## config.mk

```make
export PLATFORM = sky130hd
export DESIGN_NAME = trial_division_prime_counter_top
export DESIGN_NICKNAME = d
export VERILOG_FILES = /design/src/rtl/core/tdpc_pkg.sv /design/src/rtl/core/trial_division_prime_counter_top.sv
export SDC_FILE = /design/constraint.sdc
export NUM_CORES = 1
export LEC_CHECK = 0
export ABC_AREA = 1
export BUFFER_PORTS_ARGS = -buffer_cell sky130_fd_sc_hd__buf_2
export CORE_AREA = 10 10 158 270
export DETAILED_ROUTE_END_ITERATION = 8
export DIE_AREA = 0 0 168 280
export GPL_ROUTABILITY_DRIVEN = 1
export GPL_TIMING_DRIVEN = 0
export PLACE_DENSITY = 0.7
export SYNTH_ARGS = -nofsm -noshare
export SYNTH_HDL_FRONTEND = slang
export SYNTH_SLANG_ARGS = --single-unit
```

## constraint.sdc

```tcl
create_clock -name clk -period 6.5 [get_ports clk]
set_input_delay 1.3 -clock clk [delete_from_list [all_inputs] [get_ports clk]]
set_output_delay 1.3 -clock clk [all_outputs]
set_load 0.05 [all_outputs]
```

## src/rtl/core/tdpc_pkg.sv

```systemverilog
`timescale 1ns / 1ps
// tdpc_pkg: shared types, state encoding and constants of the trial-division prime counter
// depends on nothing; imported by the top level and the checker

package tdpc_pkg;

    // fixed field widths of the channels
    localparam int FIELD_VALUE_WIDTH = 32;
    localparam int FIELD_COUNT_WIDTH = 32;

    // first odd trial divisor and its square
    localparam int FIRST_DIVISOR        = 3;
    localparam int FIRST_DIVISOR_SQUARE = 9;

    typedef struct packed {
        logic [FIELD_VALUE_WIDTH-1:0] value;
        logic                         last;
    } item_t;

    typedef struct packed {
        logic                         prime_flag;
        logic [FIELD_COUNT_WIDTH-1:0] prime_count;
        logic [FIELD_COUNT_WIDTH-1:0] item_count;
        logic                         batch_end;
    } result_t;

    typedef enum logic [1:0] {
        ST_IDLE,
        ST_CHECK,
        ST_DIV,
        ST_FINISH
    } state_t;

endpackage

```

## src/rtl/core/trial_division_prime_counter_top.sv

```systemverilog
`timescale 1ns / 1ps
// trial_division_prime_counter_top: primality test by trial division with batch counters
// depends on tdpc_pkg (item_t, result_t, state_t, constants)
//
//  channel  | direction | handshake                   | payload
//  ---------+-----------+-----------------------------+------------------------------------
//  item     | in        | item_valid / item_stall     | value (signed), last
//  result   | out       | result_valid / result_stall | prime_flag, prime_count, item_count,
//           |           |                             | batch_end
//
// one item at a time: item_stall is high from acceptance until the result is
// handed to the output register, which then frees the input while the result waits
// negative, 0, 1, 2 and even values go straight to the finish state; an odd value v
// passes through a check and a division per odd divisor d with d*d <= v, up to the first
// that divides it; the bit-serial remainder unit shifts in one bit of v per cycle
// worst case at 32 bits is about 23170 divisors
// reset (rst_n, asynchronous, active low) clears state, counts and result valid
// a stalled result holds in the output register; the next transaction may still be
// tested meanwhile but waits in the finish state until the register is free

module trial_division_prime_counter_top #(
    parameter int VALUE_WIDTH = 32,
    parameter int COUNT_WIDTH = 32
) (
    input  logic              clk,
    input  logic              rst_n,
    input  logic              item_valid,
    output logic              item_stall,
    input  tdpc_pkg::item_t   item,
    output logic              result_valid,
    input  logic              result_stall,
    output tdpc_pkg::result_t result
);

    import tdpc_pkg::*;

    // widths derived from the parameters
    localparam int VXW  = (VALUE_WIDTH > FIELD_VALUE_WIDTH) ? VALUE_WIDTH : FIELD_VALUE_WIDTH;
    localparam int CXW  = (COUNT_WIDTH > FIELD_COUNT_WIDTH) ? COUNT_WIDTH : FIELD_COUNT_WIDTH;
    localparam int SQW  = VALUE_WIDTH + 2;          // divisor square, can pass v by a step
    localparam int CNTW = $clog2(VALUE_WIDTH);      // bit index within one division

    localparam logic [CNTW-1:0]        LAST_BIT  = CNTW'(VALUE_WIDTH - 1);
    localparam logic [COUNT_WIDTH-1:0] COUNT_MAX = {COUNT_WIDTH{1'b1}};

    // control and datapath registers
    state_t                 state_reg, state_next;
    logic [VALUE_WIDTH-1:0] value_reg, value_next;    // number under test
    logic [VALUE_WIDTH-1:0] shift_reg, shift_next;    // dividend bits, msb first
    logic [VALUE_WIDTH-1:0] rem_reg, rem_next;        // partial remainder
    logic [VALUE_WIDTH-1:0] div_reg, div_next;        // current odd divisor
    logic [SQW-1:0]         sq_reg, sq_next;          // square of the divisor
    logic [CNTW-1:0]        bit_cnt_reg, bit_cnt_next;
    logic                   prime_reg, prime_next;
    logic                   last_reg, last_next;
    logic [COUNT_WIDTH-1:0] primes_reg, primes_next;
    logic [COUNT_WIDTH-1:0] items_reg, items_next;
    result_t                result_reg, result_next;
    logic                   result_valid_reg, result_valid_next;

    // incoming value cut or zero-extended to the working width
    logic [VXW-1:0]         value_ext;
    logic [VALUE_WIDTH-1:0] value_in;

    // one step of the restoring remainder
    logic [VALUE_WIDTH:0]   rem_shifted;
    logic                   rem_ge;
    logic [VALUE_WIDTH-1:0] rem_step;

    // counts after this transaction, before a batch clear
    logic [COUNT_WIDTH-1:0] primes_inc, items_inc;
    logic [CXW-1:0]         primes_ext, items_ext;

    logic accept_item;
    logic result_free;
    logic sq_over;

    assign value_ext = VXW'(item.value);
    assign value_in  = value_ext[VALUE_WIDTH-1:0];

    assign accept_item = item_valid && !item_stall;
    assign result_free = !result_valid_reg || !result_stall;

    assign rem_shifted = {rem_reg, shift_reg[VALUE_WIDTH-1]};
    assign rem_ge      = rem_shifted >= {1'b0, div_reg};
    assign rem_step    = rem_ge ? VALUE_WIDTH'(rem_shifted - {1'b0, div_reg})
                                : rem_shifted[VALUE_WIDTH-1:0];

    // search ends once the divisor square passes the value
    assign sq_over = sq_reg > {2'b00, value_reg};

    // saturating counts
    assign items_inc  = (items_reg == COUNT_MAX) ? items_reg : items_reg + 1'b1;
    assign primes_inc = (prime_reg && (primes_reg != COUNT_MAX)) ? primes_reg + 1'b1
                                                                 : primes_reg;
    assign primes_ext = CXW'(primes_inc);
    assign items_ext  = CXW'(items_inc);

    // next state
    always_comb
    begin
        state_next = state_reg;
        unique case (state_reg)
            ST_IDLE:
            begin
                if (accept_item)
                begin
                    // sign, below two, two and even values are settled at once
                    if (value_in[VALUE_WIDTH-1] || (value_in[VALUE_WIDTH-1:1] == '0)
                        || !value_in[0])
                        state_next = ST_FINISH;
                    else
                        state_next = ST_CHECK;
                end
            end
            ST_CHECK:
            begin
                state_next = sq_over ? ST_FINISH : ST_DIV;
            end
            ST_DIV:
            begin
                if (bit_cnt_reg == LAST_BIT)
                    state_next = (rem_step == '0) ? ST_FINISH : ST_CHECK;
            end
            ST_FINISH:
            begin
                if (result_free)
                    state_next = ST_IDLE;
            end
            default:
            begin
                state_next = ST_IDLE;
            end
        endcase
    end

    // datapath and outputs
    always_comb
    begin
        value_next        = value_reg;
        shift_next        = shift_reg;
        rem_next          = rem_reg;
        div_next          = div_reg;
        sq_next           = sq_reg;
        bit_cnt_next      = bit_cnt_reg;
        prime_next        = prime_reg;
        last_next         = last_reg;
        primes_next       = primes_reg;
        items_next        = items_reg;
        result_next       = result_reg;
        result_valid_next = result_valid_reg && result_stall;
        item_stall        = 1'b1;

        unique case (state_reg)
            ST_IDLE:
            begin
                item_stall = 1'b0;
                if (accept_item)
                begin
                    value_next = value_in;
                    last_next  = item.last;
                    div_next   = VALUE_WIDTH'(FIRST_DIVISOR);
                    sq_next    = SQW'(FIRST_DIVISOR_SQUARE);
                    // only two is an even prime; odd values above one stay open
                    prime_next = !value_in[VALUE_WIDTH-1]
                                 && (value_in[VALUE_WIDTH-1:1] != '0)
                                 && (value_in[0] || (value_in[VALUE_WIDTH-1:2] == '0));
                end
            end
            ST_CHECK:
            begin
                shift_next   = value_reg;
                rem_next     = '0;
                bit_cnt_next = '0;
            end
            ST_DIV:
            begin
                shift_next   = {shift_reg[VALUE_WIDTH-2:0], 1'b0};
                rem_next     = rem_step;
                bit_cnt_next = bit_cnt_reg + 1'b1;
                if (bit_cnt_reg == LAST_BIT)
                begin
                    if (rem_step == '0)
                        prime_next = 1'b0;
                    // (d+2)^2 = d^2 + 4d + 4
                    div_next = div_reg + VALUE_WIDTH'(2);
                    sq_next  = sq_reg + {div_reg, 2'b00} + SQW'(4);
                end
            end
            ST_FINISH:
            begin
                if (result_free)
                begin
                    result_next.prime_flag  = prime_reg;
                    result_next.prime_count = primes_ext[FIELD_COUNT_WIDTH-1:0];
                    result_next.item_count  = items_ext[FIELD_COUNT_WIDTH-1:0];
                    result_next.batch_end   = last_reg;
                    result_valid_next       = 1'b1;
                    primes_next = last_reg ? '0 : primes_inc;
                    items_next  = last_reg ? '0 : items_inc;
                end
            end
            default:
            begin
                item_stall = 1'b1;
            end
        endcase
    end

    // control registers
    always_ff @(posedge clk or negedge rst_n)
    begin
        if (!rst_n)
        begin
            state_reg        <= ST_IDLE;
            primes_reg       <= '0;
            items_reg        <= '0;
            result_valid_reg <= 1'b0;
            bit_cnt_reg      <= '0;
        end
        else
        begin
            state_reg        <= state_next;
            primes_reg       <= primes_next;
            items_reg        <= items_next;
            result_valid_reg <= result_valid_next;
            bit_cnt_reg      <= bit_cnt_next;
        end
    end

    // payload registers
    always_ff @(posedge clk)
    begin
        value_reg  <= value_next;
        shift_reg  <= shift_next;
        rem_reg    <= rem_next;
        div_reg    <= div_next;
        sq_reg     <= sq_next;
        prime_reg  <= prime_next;
        last_reg   <= last_next;
        result_reg <= result_next;
    end

    assign result_valid = result_valid_reg;
    assign result       = result_reg;

endmodule

```

==> key figures, run 1 <==
Outcome
  • Status: finished, final reports clean

Final layout
  • FILL cells: 3587
  • Largest register FFs: 66
  • Final cell count without fillers: 2967
  • Layout area overhead: 11.5%
  • Layout cell share with drive strength beyond 1: 7.90%
  • Fin nets: 2627
  • Combined area of the multi-input logic cells: 8690 um^2
  • FF/Latch Area: 8590 um^2
  • Final core occ: 55.1%

Clocking
  • CTS Buffer Depth: 3
  • Post-CTS Resized: 0
  • CTS tree: built
  • Cts hold-fix bufs: 0
  • Clock Latency Late Sink: 580 ps
  • CTS Root Cell: clkbuf_16
  • CTS Sinks: 298
  • H-tree depth: 1
  • Clk slew on worst S/H paths: 70 ps
  • Post-CTS Setup Bufs: 0
  • CTS buffer count: 29

STA
  • Fin crit period: 3850 ps
  • Max Slew Vio Count: 0
  • Unrepaired setup endpoints after global routing: false
  • Fin Setup TNS: 0 ps
  • WHS: 493 ps
  • Period utilization: 59.3%
  • Worst clock skew: 8.89 ps
  • Worst-Margin Slew: 1180 ps
  • Final setup fails: 0
  • Final hold viol count: 0
  • Maximum clock rate: 260 MHz
  • Slew Limit Headroom: 20.4%

Critical path
  • Top delay family on crit path: simple AND/OR/NAND/NOR gates
  • Max incr delay on CP: 490 ps
  • Top cell by count, worst path: nand2_1
  • Crit Path Max Fanout: 10
  • CP Capture Type: register
  • Worst EP required: 6780 ps
  • Worst EP arrival: 4130 ps
  • CP cell instances: inv_1, ha_1, nand2_1, nor2_1, nand2_1, nor4_2, nand2_2, nand2_4, buf_6, nand2_1, nand2_1, nand2_1, nor2_1, nand2_1, nor2_1, nand3_1, a21oi_1
  • Setup CP Type: reg -> reg
  • Critical Path Start Type: register
  • CP max stage cell: edfxtp_1
  • WP buf/inv: 2

Synthesis
  • Netlist Area Pre-Place: 18800 um^2
  • Sequential share of the synthesized area: 45.6%
  • YS warnings: 0
  • Count of cell types in the netlist: 51
  • Flops & latches, synth: 298
  • Cells after synthesis: 2320
  • Average cell area after synthesis: 8.12 um^2
  • Syn Nets: 2488

GRT
  • Total GRT Usage: 21.9%
  • First-pass GRT wire length: 83.1 mm
  • Grt ovf: 0
  • Antenna violations before repair: 1
  • Vias in the first global route: 16100
  • Largest net degree at the start of global routing: 74

Place
  • DP HPWL: 41.8 mm
  • I/O Buffers: 104
  • RePlAce Congestion: 1.01
  • Placed Cells: 2913

Job
  • MaxCap Viol Count: 0

Die
  • Io pins: 105
  • Full die area: 47000 um^2
  • Initial Utilization: 49.4%
  • Site Rows: 95
  • Core box area: 38200 um^2
  • Die Ht: 280 um
  • DIE WIDTH: 168 um

Detailed routing
  • DR iter-0 viols: 1018
  • Avg WL per Cell: 17.8 um
  • Via Count: 15900
  • 1st-pass router iterations: 5
  • DRC violations left: 0
  • DRT antenna net count: 0
  • Routed WL: 52.9 mm
  • Routed vias/inst: 5.35

Hold path
  • Hold WC Path Type: reg -> reg
==> layout by cell type, fill, tap and decap left out, types with 67 or more instances in the layout <==
cell      synthesis  layout
buf_2             7     110
ha_1            129     128
nand3_1          67      67
edfxtp_1        226     226
a21oi_1         127     126
inv_1           360     359
dfrtp_1          72      72
nor2_1          202     202
o21ai_0         146     146
nand2_1         629     629
==> path summary, 6_finish.rpt <==
kind                              startpoint              to  slack [ps]  cells after the start
worst max-delay path             div_reg[21]       prime_reg        2650                     17
worst min-delay path            result_valid    result_valid         490                      2
worst max register to register   div_reg[21]       prime_reg        2650                     17
worst min register to register  result_valid    result_valid         490                      2
max in group asynchronous              rst_n  bit_cnt_reg[0]        5370                      2
min in group asynchronous              rst_n   items_reg[14]         540                      1
==> Yosys cell counts, drive strengths merged <==
master	instances	area, um^2
clkbuf	31	116
o21ai	148	741
a21boi	2	15.0
or3b	1	8.76
dfrtp	72	1800
or2	1	6.26
nor3	56	310
nand4	36	225
or4	3	22.5
o211a	1	10.0
edfxtp	226	6790
o221a	1	11.3
xor2	57	499
nor4	22	144
o21bai	2	15.0
nand3b	31	233
ha	129	1610
and3	1	6.26
nand2	633	2390
a21oi	127	636
xnor2	17	149
o31ai	2	15.0
o211ai	1	7.51
nor2	211	820
o21a	14	105
nand3	69	355
clkinv	2	7.51
buf	14	83.8
a211oi	3	22.5
nor3b	5	37.5
and2	2	12.5
fa	2	40.0
a31oi	4	25.0
a2111oi	1	8.76
a21o	1	7.51
a221oi	2	17.5
a22o	8	70.1
inv	368	1380
o22ai	13	81.3
a22oi	1	7.51
==> kinds of logic (layout without fill, tap and decap cells) <==
kind of cell / count (synthesis) / count (layout) / share of synthesized area, %
compound gates: 331 / 331 / 9.53
xor+xnor: 74 / 74 / 3.44
fa+ha+maj: 131 / 131 / 8.78
buf+inv: 415 / 576 / 8.43
flops: 298 / 298 / 45.6
other cells: 0 / 1 / 0
simple gates: 1071 / 1071 / 24.3
==> metal layers <==
layer	track usage, %	vias up	share of wire (%)
met5	0	-	0
met4	13.0	0	6.3
met3	2.87	156	4.2
met2	41.9	430	54
met1	21.8	7359	35
li1	-	7929	-
==> through the flow <==
step           setup WS, ps  cell area (um^2)
3_3_place_gp           -832             20000
3_5_place_dp           2520             20100
6_report               2650             21000
4_1_cts                2690             21000
5_1_grt                2470             21000
2_1_floorplan          1530             18800
==> cell type report <==
class | instances | share of cell area (%)
Multi-Input combinational cell | 1607 | 41.4
Sequential cell | 298 | 40.9
Inverter | 370 | 6.61
Clock buffer | 43 | 4.00
Timing Repair Buffer | 108 | 2.98
Tap cell | 485 | 2.89
Buffer | 45 | 0.971
Clock inverter | 10 | 0.304
Antenna cell | 1 | 0.0119
==> worst register-to-register path, stage by stage, from the launching register on <==
cell,delay [ps]
edfxtp_1,490
inv_1,100
ha_1,430
nand2_1,140
nor2_1,210
nand2_1,150
nor4_2,220
nand2_2,210
nand2_4,140
buf_6,170
nand2_1,70
nand2_1,100
nand2_1,60
nor2_1,170
nand2_1,110
nor2_1,240
nand3_1,300
a21oi_1,260
Power of run 1 is not shown: default switching activity piles up to over one toggle a cycle in this logic, so the estimate is an artifact.
==> run 2, diff against run 1 <==
- ABC_AREA: 1 -> 0
- CORE_AREA: 10 10 158 270 -> 10 10 155 265
- DIE_AREA: 0 0 168 280 -> 0 0 165 275
- clock period: 6.5 -> 3.9 ns (I/O delays scaled with it)
==> key figures, run 2 <==
Synthesis
  • Synth cell count leaders: 226 x edfxtp_1, 184 x nand2_1, 144 x nor2_1, 142 x o21ai_0, 129 x ha_1 (was 629 x nand2_1, 360 x inv_1, 226 x edfxtp_1, 202 x nor2_1, 146 x o21ai_0)
  • Top post-synthesis cells by area: edfxtp_1 38%, dfrtp_1 10%, ha_1 9.0%, o21ai_0 3.9%, nand2_1 3.8% (was edfxtp_1 36%, nand2_1 13%, dfrtp_1 9.6%, ha_1 8.6%, inv_1 7.2%)
  • Yosys top cell by area: edfxtp_1 (unchanged)
  • Syn Nets: 1968 (was 2488)
  • Netlist Area Pre-Place: 18000 um^2 (was 18800 um^2)
  • Cells after synthesis: 1800 (was 2320)
  • Average cell area after synthesis: 10.0 um^2 (was 8.12 um^2)
  • Yosys top cell area share: 37.6% (was 36.0%)
  • YS warnings: 0 (unchanged)
  • Flops & latches, synth: 298 (unchanged)
  • Sequential share of the synthesized area: 47.6% (was 45.6%)
  • Post-synth EDFFs: 226 (unchanged)
  • Most common cell in the synthesized netlist: edfxtp_1 (was nand2_1)
  • Synth Flop Type: edfxtp_1 (unchanged)
  • Count of cell types in the netlist: 84 (was 51)
  • Async S/R FF share, synth: 24.2% (unchanged)

STA
  • PnR worst setup slack: 93.1 ps (was 2650 ps)
  • Worst-Margin Slew: 920 ps (was 1180 ps)
  • Final setup fails: 0 (unchanged)
  • WHS: 97.1 ps (was 493 ps)
  • Fin crit period: 3810 ps (was 3850 ps)
  • Max Slew Vio Count: 0 (unchanged)
  • Maximum clock rate: 263 MHz (was 260 MHz)
  • Final hold viol count: 0 (unchanged)
  • Worst clock skew: 16.2 ps (was 8.89 ps)
  • Fin Setup TNS: 0 ps (unchanged)
  • Unrepaired setup endpoints after global routing: true (was false)
  • Slew Limit Headroom: 38.7% (was 20.4%)
  • Period utilization: 97.6% (was 59.3%)

Final layout
  • Layout area overhead: 13.1% (was 11.5%)
  • FILL cells: 3231 (was 3587)
  • Fin nets: 2113 (was 2627)
  • Most common cell after layout, fill and taps aside: edfxtp_1 (was nand2_1)
  • Layout cell share with drive strength beyond 1: 11.6% (was 7.90%)
  • # diodes: 0 (was 1)
  • Most frequent cells in the layout: 226 x edfxtp_1, 184 x nand2_1, 143 x nor2_1 (was 629 x nand2_1, 359 x inv_1, 226 x edfxtp_1)
  • Largest register FFs: 66 (unchanged)

Die
  • Full die area: 45400 um^2 (was 47000 um^2)
  • Site Rows: 93 (was 95)
  • Io pins: 105 (unchanged)
  • Core box area: 36500 um^2 (was 38200 um^2)
  • DIE WIDTH: 165 um (was 168 um)
  • Die Ht: 275 um (was 280 um)
  • Initial Utilization: 49.4% (about the same)

Detailed routing
  • 1st-pass router iterations: 5 (unchanged)
  • Via Count: 14300 (was 15900)
  • DRT antenna net count: 0 (unchanged)
  • Avg WL per Cell: 19.5 um (was 17.8 um)
  • DRC violations left: 0 (unchanged)
  • Routed vias/inst: 5.88 (was 5.35)
  • DR iter-0 viols: 746 (was 1018)
  • Routed WL: 47.5 mm (was 52.9 mm)

Critical path
  • CP max stage cell: or4_1 (was edfxtp_1)
  • Worst EP required: 4170 ps (was 6780 ps)
  • Worst EP arrival: 4080 ps (was 4130 ps)
  • Setup CP Type: reg -> reg (unchanged)
  • Max incr delay on CP: 570 ps (was 490 ps)
  • Crit Path Max Fanout: 6 (was 10)
  • WP buf/inv: 1 (was 2)
  • CP cell instances: inv_1, ha_1, nand4_1, nor3_2, nand2_1, o2111ai_2, a311oi_4, or2_4, or4_1, o21ai_2, nand4_1, o2bb2ai_2 (was inv_1, ha_1, nand2_1, nor2_1, nand2_1, nor4_2, nand2_2, nand2_4, buf_6, nand2_1, nand2_1, nand2_1, nor2_1, nand2_1, nor2_1, nand3_1, a21oi_1)
  • Top delay family on crit path: simple AND/OR/NAND/NOR gates (unchanged)
  • Top cell by count, worst path: nand4_1 (was nand2_1)
  • CP Capture Type: register (unchanged)
  • Critical Path Start Type: register (unchanged)

GRT
  • Grt ovf: 0 (unchanged)
  • Global routing's busiest layer: met2 (unchanged)
  • Met3 Use GR: 2.07% (was 2.87%)
  • Grt met1 use: 20.7% (was 21.8%)
  • Total GRT Usage: 20.4% (was 21.9%)
  • Largest net degree at the start of global routing: 66 (was 74)
  • First-pass GRT wire length: 74.2 mm (was 83.1 mm)
  • Antenna violations before repair: 0 (was 1)
  • Met2 usage: 38.6% (was 41.9%)
  • Vias in the first global route: 14400 (was 16100)

Hold path
  • Hold WC Path Type: in -> async (was reg -> reg)

Job
  • MaxCap Viol Count: 0 (unchanged)

Place
  • DP HPWL: 36.4 mm (was 41.8 mm)
  • I/O Buffers: 104 (unchanged)
  • RePlAce Congestion: 0.980 (was 1.01)
  • Post-Place Worst Slack: -467 ps (was 2520 ps)

Power and ir drop
  • Lkg Pwr: 0.00838 uW
  • Power density over the cells: 1010 nW/um^2
  • Overall power: 20500 uW
  • Maximum VDD drop: 0.552 mV

Clocking
  • CTS buffer count: 28 (was 29)
  • Clock Latency Late Sink: 570 ps (was 580 ps)
  • Cts hold-fix bufs: 0 (unchanged)
  • Clk slew on worst S/H paths: 70 ps (about the same)
  • CTS Buffer Depth: 3 (unchanged)
  • CTS Root Cell: clkbuf_16 (unchanged)
  • CTS Sinks: 298 (unchanged)
  • CTS tree: built (unchanged)
  • H-tree depth: 1 (unchanged)

Outcome
  • Status: finished, final reports clean (unchanged)
[run 2: changes by cell type after synthesis, moves of 34 or more]
cell,change
nand2_1,-445
inv_1,-264
xnor2_1,+60
nor2_1,-58
a21o_1,+34
[run 2: kinds of logic (layout without fill, tap and decap cells)]
logic type | Yosys count | count (layout) | synth area share, %
buf+inv | 168 | 335 | 3.62
xor+xnor | 120 | 120 | 5.83
simple gates | 626 | 626 | 16.9
fa+ha+maj | 131 | 131 | 9.17
mux | 25 | 25 | 1.42
compound gates | 432 | 432 | 15.4
flops | 298 | 298 | 47.6
[run 2: worst reg2reg max path: cells and delay by family (launching register included)]
kind | cells | cell delay [ps]
simple gates | 6 | 1670
compound gates | 4 | 770
flops | 1 | 490
fa+ha+maj | 1 | 440
buf+inv | 1 | 130
[run 2: final cells by class]
class	instances	area [um^2]	area share [%]
well taps	475	594	2.91
inverters	97	364	1.78
multi-input cells	1334	8920	43.7
clock inverters	11	129	0.632
flip-flops and latches	298	8590	42.1
plain buffers	67	285	1.40
clock buffers	41	822	4.03
repair buffers	119	693	3.40
[run 2: what timing repair did]
action,in CTS,in global routing
gates resized for setup,7,26
buffers inserted,3,8
pin swaps,3,10
endpoints found under the setup margin,23,28
endpoints found under the hold margin,0,0
[run 2: worst paths after layout]
path                        startpoint             to  slack (ps)  cells after the start
max                        div_reg[24]      prime_reg          90                     12
min                              rst_n  primes_reg[9]         100                      1
max reg2reg                div_reg[24]      prime_reg          90                     12
min reg2reg                   last_reg      result[0]         460                      0
max in group asynchronous        rst_n  items_reg[24]        3190                      2
min in group clk               item[0]       last_reg         390                      1
[run 2: metrics by stage]
step                      cells  instance area, um^2  util [%]
after CTS                  2435                20300      55.5
after floorplan            1800                18000         -
after global routing       2442                20400      55.8
final                      2442                20400      55.8
after detailed placement   2383                19300      52.7
after global placement     2379                19200      52.4
[run 2: layer usage]
| layer | share of wire (%) | wire length [um] | vias up |
|---|---|---|---|
| li1 | - | - | 6913 |
| met1 | 36 | 16900 | 6896 |
| met2 | 54 | 25800 | 404 |
| met3 | 4.1 | 1940 | 135 |
| met4 | 6.0 | 2840 | 0 |
| met5 | 0 | 0 | - |
[run 2: report_power, final]
| group | internal [uW] | switching [uW] | leakage (uW) |
|---|---|---|---|
| sequential | 5020 | 764 | 0.00320 |
| combinational | 4220 | 7670 | 0.00471 |
| clock | 1660 | 1200 | 0.000470 |
(Power assumes the default switching activity.)
==> run 3, diff against run 2 <==
- CORE_AREA: 10 10 155 265 -> 10 10 143 243
- DIE_AREA: 0 0 165 275 -> 0 0 153 253
- PLACE_DENSITY: 0.7 -> 0.81
- SETUP_SLACK_MARGIN: unset -> 0.2
==> key figures, run 3 (same netlist as run 2, synthesis figures left out) <==
Detailed routing
  • Met3 wire len: 2.38 mm (was 1.94 mm)
  • DRT antenna net count: 0 (unchanged)
  • Routed vias/inst: 6.19 (was 5.88)
  • DRC violations left: 0 (unchanged)
  • 1st-pass router iterations: 5 (unchanged)
  • DR top layer: met4 (unchanged)
  • Routed WL: 48.8 mm (was 47.5 mm)
  • DR iter-0 viols: 981 (was 746)
  • Via Count: 14700 (was 14300)
  • Avg WL per Cell: 20.5 um (was 19.5 um)
  • Routed met1 length: 17.1 mm (was 16.9 mm)
  • Met2 WL: 25.8 mm (about the same)

Critical path
  • Worst EP arrival: 4050 ps (was 4080 ps)
  • Worst reg2reg endpoint: prime_reg (unchanged)
  • Critical path origin: div_reg[10] (was div_reg[24])
  • Worst EP required: 4240 ps (was 4170 ps)
  • Crit Path Max Fanout: 9 (was 6)
  • Setup CP Type: reg -> reg (unchanged)
  • Worst Setup EP: prime_reg (unchanged)
  • Reg2reg setup slack: 180 ps (was 90 ps)
  • R2r worst-path depth: 13 (was 12)
  • Critical Path Start Type: register (unchanged)
  • Reg2reg start: div_reg[10] (was div_reg[24])
  • CP Capture Type: register (unchanged)

Clocking
  • CTS tree: built (unchanged)
  • Cts hold-fix bufs: 0 (unchanged)
  • Clock Latency Late Sink: 580 ps (was 570 ps)
  • Clk slew on worst S/H paths: 70 ps (about the same)
  • CTS Sinks: 298 (unchanged)
  • CTS buffer count: 27 (was 28)
  • CTS Root Cell: clkbuf_16 (unchanged)
  • CTS Buffer Depth: 3 (unchanged)
  • H-tree depth: 1 (unchanged)

Final layout
  • Most frequent cells in the layout: 226 x edfxtp_1, 183 x nand2_1, 142 x nor2_1 (was 226 x edfxtp_1, 184 x nand2_1, 143 x nor2_1)
  • Most common cell after layout, fill and taps aside: edfxtp_1 (unchanged)
  • Fin nets: 2132 (was 2113)
  • Layout cell share with drive strength beyond 1: 13.6% (was 11.6%)
  • # diodes: 0 (unchanged)
  • Layout area overhead: 13.7% (was 13.1%)
  • Largest register FFs: 66 (unchanged)
  • FILL cells: 2402 (was 3231)

Place
  • Post-Place Worst Slack: -296 ps (was -467 ps)
  • RePlAce Congestion: 0.971 (was 0.980)
  • I/O Buffers: 104 (unchanged)
  • DP HPWL: 36.7 mm (was 36.4 mm)

GRT
  • First-pass GRT wire length: 76.6 mm (was 74.2 mm)
  • Total GRT Usage: 24.1% (was 20.4%)
  • Grt ovf: 0 (unchanged)
  • Vias in the first global route: 14900 (was 14400)
  • Antenna violations before repair: 0 (unchanged)
  • Largest net degree at the start of global routing: 68 (was 66)

Die
  • Core box area: 30600 um^2 (was 36500 um^2)
  • Initial Utilization: 58.9% (was 49.4%)
  • Die Ht: 253 um (was 275 um)
  • DIE WIDTH: 153 um (was 165 um)
  • Full die area: 38700 um^2 (was 45400 um^2)
  • Site Rows: 85 (was 93)
  • Io pins: 105 (unchanged)

STA
  • Worst-Margin Slew: 897 ps (was 920 ps)
  • Period utilization: 95.3% (was 97.6%)
  • Unrepaired setup endpoints after global routing: true (unchanged)
  • Final hold viol count: 0 (unchanged)
  • Slew Limit Headroom: 40.2% (was 38.7%)
  • WHS: 21.6 ps (was 97.1 ps)
  • PnR worst setup slack: 185 ps (was 93.1 ps)
  • Maximum clock rate: 269 MHz (was 263 MHz)
  • Fin crit period: 3720 ps (was 3810 ps)
  • Worst clock skew: 20.1 ps (was 16.2 ps)
  • Final setup fails: 0 (unchanged)
  • Max Slew Vio Count: 0 (unchanged)

Outcome
  • Status: finished, final reports clean (unchanged)

Hold path
  • Hold WC Path Type: in -> async (unchanged)

Job
  • MaxCap Viol Count: 0 (unchanged)
-- run 3: cell types whose count changed in the layout (fill, tap and decap cells not counted), sizes merged --
cell / previous run / this run
clkinv: 8 / 5
buf: 137 / 157
clkbuf: 90 / 87
clkinvlp: 0 / 2
inv: 97 / 98
-- run 3: how the worst min path moves through the flow --
stage,from,endpoint,cells past startpoint
finish,rst_n,primes_reg[2],1
global route,rst_n,primes_reg[2],1
CTS,rst_n,primes_reg[2],1
detailed placement,last_reg,result[0],0
global placement,last_reg,result[0],0
floorplan,last_reg,result[0],0
-- run 3: cell type report --
class | instances | area [um^2] | area share (%)
Multi-Input combinational cell | 1334 | 9000 | 43.9
Sequential cell | 298 | 8590 | 41.9
Timing Repair Buffer | 135 | 836 | 4.08
Clock buffer | 38 | 778 | 3.80
Tap cell | 391 | 489 | 2.39
Inverter | 97 | 364 | 1.78
Buffer | 71 | 297 | 1.45
Clock inverter | 11 | 154 | 0.751
-- run 3: per-layer routing --
layer	up-vias	track usage (%)
li1	6949	-
met1	7052	24.7
met2	537	44.6
met3	162	2.96
met4	0	16.6
met5	-	0
-- run 3: worst max-delay path: stages, from the launching register on --
cell and delay (ps):
edfxtp_1 410, inv_1 210, ha_1 270, buf_2 170, a21o_1 210, a221o_1 420
a21bo_2 260, or2_2 310, a211oi_1 600, a211oi_1 130, nand4_1 160, o21ai_2 80
nand4_1 130, o2bb2ai_1 80
-- run 3: repair_timing --
action,CTS,global route
resized for setup,23,37
setup endpoints to repair,31,32
setup buffers,8,19
gates cloned,0,0
pin swaps,7,24
hold endpoints to repair,0,0
-- run 3: metrics by stage --
| stage | cells | util (%) | TNS (ps) | instance area [um^2] |
|---|---|---|---|---|
| 2_1_floorplan | 1800 | - | 0 | 18000 |
| 3_3_place_gp | 2295 | 62.2 | -23160 | 19000 |
| 3_5_place_dp | 2299 | 62.6 | -335 | 19200 |
| 4_1_cts | 2356 | 66.0 | 0 | 20200 |
| 5_1_grt | 2375 | 66.9 | 0 | 20500 |
| 6_report | 2375 | 66.9 | 0 | 20500 |
Power of run 3 is left out for the same reason.
